File: src/rtl/core/bis_ram.sv
module bis_ram #(
  parameter int WIDTH = 8,
  parameter int DEPTH = 256
) (
  input  logic                     clk,
  input  logic                     we,
  input  logic                     re,
  input  logic [$clog2(DEPTH)-1:0] addr,
  input  logic [WIDTH-1:0]         wdata,
  output logic [WIDTH-1:0]         rdata
);

  logic [WIDTH-1:0] mem [DEPTH];

  // Single port: write or registered read
  always_ff @(posedge clk) begin
    if (we) begin
      mem[addr] <= wdata;
    end
    if (re) begin
      rdata <= mem[addr];
    end
  end

endmodule

File: config.mk
export PLATFORM = sky130hd
export DESIGN_NAME = bis_ram
export DESIGN_NICKNAME = d
export VERILOG_FILES = /design/src/rtl/core/bis_ram.sv
export SDC_FILE = /design/constraint.sdc
export NUM_CORES = 2
export LEC_CHECK = 0
export BUFFER_PORTS_ARGS = -buffer_cell sky130_fd_sc_hd__clkbuf_2
export CORE_MARGIN = 1.5
export CORE_UTILIZATION = 40
export DETAILED_ROUTE_END_ITERATION = 8
export PLACE_DENSITY_LB_ADDON = 0.25
export SLEW_MARGIN = 20
export SYNTH_ARGS = -nofsm -noshare
export SYNTH_HDL_FRONTEND = slang
export SYNTH_SLANG_ARGS = --single-unit
File: constraint.sdc
create_clock -name clk -period 2.31 [get_ports clk]
set_input_delay 0.1155 -clock clk [delete_from_list [all_inputs] [get_ports clk]]
set_output_delay 0.1155 -clock clk [all_outputs]
set_load 0.03 [all_outputs]
# Word-level counts from Yosys, hierarchy flattened
# Memories as Yosys holds them, arrays and structs flattened. A register that Yosys moved wholly into a read port is not among the register bits.
# Cells that the tools add are included.
# W data, S select, Z words.
# classes
n_mux	2
# ops
operator	count
$mux W1	2
# totals
regBits	0
ramBits	2048
output_inout_bits	8
elab_cells	3
memories	1
# mem_list
name	words	word_bits	read_ports	rd_clocked_by_memory_dff	wr	line	rtl
mem	256	8	1	1	1	13	logic [WIDTH-1:0] mem [DEPTH];

# Logic depth before layout (Yosys ltp)
# depth
word_depth	2
mapped_depth	10
depth_no_buf	5

# Worst setup path after synthesis
# No wires, ideal clock.
# synth_path
path_type	input -> register
startpoint	input port addr[1]
endpoint	memory mem[111][0], enable pin
setup_ns	0.370
t_arrival_ns	1.964
setup_slack_ns	-0.024
stages	9
path_buffers	5
path_cell_list	buf_2 clkbuf_1 clkbuf_1 nand2_1 buf_2 nor2_1 nand2_1 clkbuf_1 nor2_1
# synth_rtl
item	line	rtl
start: declaration	8	input logic [$clog2(DEPTH)-1:0] addr,
end: declaration	13	
# Straight into the memory's write port.

==> results summary <==
The first global-routing pass estimated between 200000 and 300000 um of wire. The number of clock buffers added by TritonCTS is ~210. The final critical-path setup slack is -0.0151 ns.

Dividing the detail-routed wire length by the instance count gives between 20 and 30 um. The async set-reset flop share out of synthesis is 0%. The number of global-route vias before repair is 40509. The clock latency reported for the late side of the worst-skew pair is between 0.8 and 0.9 ns. The power per unit of standard cell area came out at about 800 nW/um2. The final core utilization is about half. The worst setup path is launched from a flop. The pre-antenna-repair detailed-routing pass consisted of 6 iterations.

The peak supply drop came out at around 0.7 mV. The detailed-route via count is 39676. The number of DRC violations after detailed-routing iteration 0 came out at between 4000 and 5000. The placed wire-length estimate is between 100000 and 150000 um. The count of different cell masters after synthesis is 21.

The H-tree was split into 4 levels. The post-synthesis average cell area came out at 22.2 um2. The number of max-slew violations in the final report was 0. For this run, the leading register cell type out of synthesis is sky130_fd_sc_hd__edfxtp_1. The I/O pin count came out at 27. The endpoint required time on the critical path is approximately 2.9 ns. The area taken by flip-flops and latches is ~62000 um2. The share of synthesized area occupied by flip-flops and latches is around 80%.

The maximum frequency from static timing analysis is 430 MHz. The number of design rule violations left after detail routing is 0. The post-route non-filler standard cell count is ~7000. For this run the aggregate overflow at the end of global routing stands at 0. The number of filler cells placed in the layout came out at between 15000 and 20000.

The critical path is of the flop to flop type. The TritonCTS clock tree is built. In the synthesized netlist, the number of instances is 3547.

The antenna violation net count after detailed routing came out at 0. The root buffer cell chosen for the clock tree is sky130_fd_sc_hd__clkbuf_16. The net count of the mapped netlist is 3566.

In this run the vertical extent of the chip is about 450 um. The detail-routed via count per cell came out at around 5.6. The share of total power dissipated in combinational logic is 5.5%. The clock network burns 41.8% of the power. The mapped netlist covers roughly 79000 um2. The maximum fanout count along the critical path came out at 1. The switching fraction of total power is 21.1%.

The number of max-capacitance violations reported came out at 0. The site row count came out at roughly 160. The port buffer count came out at 26. The signed area change from the synthesized netlist to the final layout is 21.1%. The final number of hold-violating endpoints was 0. STA classifies the critical path endpoint as a flop. The flow ran to the end, but the final reports show violations. The placeable core region is about 190000 um2.

The routability congestion estimate from global placement is 0.838. The total routing usage reported by global routing is around 21%. The clock-pin slew on the worst setup and hold paths is around 0.060 ns. Of the available clock period, the critical path in the final layout requires 101%.

At the pin with the least slew margin, the transition time is about 1.1 ns. Data arrives at the worst endpoint at approximately 2.9 ns. The die covers between 150000 and 200000 um2. The multi-input combinational cells in the finished layout cover a total of 16500 um2.

The detailed-route wire length came out at 205000 um. The final reports fail on setup timing. The worst pin sits at a relative slew slack of between 20% and 30%. On the final layout, the worst clock skew is between 0.02 and 0.03 ns.

The number of nets at the end of the flow is approximately 4300. The number of flops mapped to enable cells by yosys is ~2000. The number of register bits inferred by synthesis is just over 2000.

The chip width came out at roughly 450 um. Setup repair after global routing could not meet its margin everywhere. Of the cells placed in the final design, the portion with a size suffix greater than 1 is ~37%. The final setup violation count is 1. During synthesis, Yosys emitted a total of 0 warnings. The initial core utilization came out at 40.3%.

The proportion of power drawn by flip-flops and latches is between 50% and 60%. In this run the worst hold path is classified as input pin to flop. The number of sinks handled by clock tree synthesis came out at around 2100.

The maximum number of pins on one net before global-route repair came out at between 100 and 150. The maximum number of buffers from clock root to sink is 3. For the finished layout, the period the worst path requires is 2.33 ns. The total leakage power is 30.4 nW. The net switching component of the power came out at 0.0165 W. The design internal power is around 0.062 W.

Including well taps, the total number of placed cells is about 6700. The initial antenna violation count came out at 7.
-- area by class of cell --
type / count / area share (%)
Sequential cell: 2056 / 64.9
Clock inverter: 106 / 1.08
Tap cell: 2624 / 3.45
Multi-Input combinational cell: 1258 / 17.4
Antenna cell: 1 / 0.00263
Clock buffer: 273 / 5.84
Inverter: 1 / 0.00394
Timing Repair Buffer: 755 / 7.39
-- logic make-up after synthesis --
logic type             after synthesis  share of synthesized area, %
AO/OA/AOI/OAI                      416                          3.62
buffers and inverters              233                          1.40
flip-flops                        2056                          78.6
multiplexers                       512                          14.7
AND/OR/NAND/NOR                    330                          1.73
-- power groups by stage --
stage	logic [W]	registers, W	clock network [W]
after floorplan	0.00183	0.0420	0
after global placement	0.00416	0.0420	0
after detailed placement	0.00419	0.0420	0
after CTS	0.00431	0.0412	0.0333
after global routing	0.00455	0.0412	0.0347
final	0.00431	0.0412	0.0327
-- routing by layer --
layer / wire, um / track usage [%] / part of all wire (%)
met5: 0 / 0 / 0
met1: 87000 / 29.7 / 42
met3: 14600 / 3.42 / 7.1
met2: 98600 / 33.0 / 48
met4: 4720 / 5.02 / 2.3
-- worst paths after layout --
| path | startpoint | end | slack (ns) | cells after the start |
|---|---|---|---|---|
| worst max-delay path | mem[47][7] | rdata[7] | -0.02 | 7 |
| worst min-delay path | wdata[2] | mem[93][2] | 0.21 | 2 |
| worst max register to register | mem[47][7] | rdata[7] | -0.02 | 7 |
| worst min register to register | mem[131][7] | rdata[7] | 1.14 | 5 |
-- through the flow --
step           worst slack [ns]  setup TNS, ns  hold WS (ns)  total power [W]  area (um2)
2_1_floorplan           -0.0242          -4.76         0.214           0.0438       78600
3_3_place_gp              -1.17        -196.24         0.451           0.0461       87800
3_5_place_dp              -1.10        -167.56         0.453           0.0462       87800
4_1_cts                 -0.0116        -0.0207         0.168           0.0788       94900
5_1_grt                 -0.0487         -0.171         0.183           0.0805       95200
6_report                -0.0151        -0.0151         0.208           0.0782       95200
-- Yosys cell counts (8+ instances only) --
library cell	count	share of area, %
sky130_fd_sc_hd__edfxtp_1	2056	79
sky130_fd_sc_hd__mux4_2	512	15
sky130_fd_sc_hd__a22oi_1	256	2.4
sky130_fd_sc_hd__nor2_1	232	1.1
sky130_fd_sc_hd__clkbuf_1	145	0.69
sky130_fd_sc_hd__a21oi_1	128	0.82
sky130_fd_sc_hd__buf_2	36	0.23
sky130_fd_sc_hd__o41ai_1	32	0.36
sky130_fd_sc_hd__nor3_1	30	0.19
sky130_fd_sc_hd__nand2_1	28	0.13
sky130_fd_sc_hd__buf_1	19	0.091
sky130_fd_sc_hd__buf_4	16	0.15
sky130_fd_sc_hd__buf_6	16	0.23
sky130_fd_sc_hd__nand3_1	13	0.083
sky130_fd_sc_hd__nand4_1	8	0.064
-- critical path, cell delays in order (launching register included) --
cell and delay, ns:
sky130_fd_sc_hd__edfxtp_1 0.37, sky130_fd_sc_hd__mux4_2 0.49, sky130_fd_sc_hd__a22oi_2 0.20, sky130_fd_sc_hd__buf_4 0.16
sky130_fd_sc_hd__a21oi_4 0.06, sky130_fd_sc_hd__o41ai_4 0.48, sky130_fd_sc_hd__buf_4 0.20, sky130_fd_sc_hd__nand4_1 0.08
-- cell usage in the layout (no fill, tap or decap), types with 5 or more instances in the layout --
cell	synthesis	final
sky130_fd_sc_hd__a21oi_1	128	91
sky130_fd_sc_hd__a21oi_2	0	34
sky130_fd_sc_hd__a22oi_1	256	209
sky130_fd_sc_hd__a22oi_2	0	47
sky130_fd_sc_hd__buf_12	0	104
sky130_fd_sc_hd__buf_4	16	614
sky130_fd_sc_hd__buf_8	0	10
sky130_fd_sc_hd__bufinv_16	0	17
sky130_fd_sc_hd__clkbuf_1	145	60
sky130_fd_sc_hd__clkbuf_16	0	213
sky130_fd_sc_hd__clkbuf_2	0	16
sky130_fd_sc_hd__clkinv_1	0	44
sky130_fd_sc_hd__clkinv_2	0	34
sky130_fd_sc_hd__dlygate4sd3_1	0	11
sky130_fd_sc_hd__edfxtp_1	2056	2056
sky130_fd_sc_hd__mux4_2	512	512
sky130_fd_sc_hd__nand2_1	28	27
sky130_fd_sc_hd__nand3_1	13	6
sky130_fd_sc_hd__nand3_2	0	7
sky130_fd_sc_hd__nand4_1	8	8
sky130_fd_sc_hd__nor2_1	232	230
sky130_fd_sc_hd__nor2b_1	7	5
sky130_fd_sc_hd__nor3_1	30	30
sky130_fd_sc_hd__o41ai_2	0	21
sky130_fd_sc_hd__o41ai_4	0	9
-- state kept, by name, summed over array words and instances, names as in the netlist --
register	cells
mem	2048
rdata	8
-- timing repair --
action | 4_1_cts | 5_1_grt
hold buffers | 11 | 0
endpoints found under the hold margin | 1071 | 0
resized for setup | 74 | 52
endpoints found under the setup margin | 8 | 8
pin swaps | 29 | 19
buffers inserted | 0 | 0
Power figures use the tool's default switching activity.
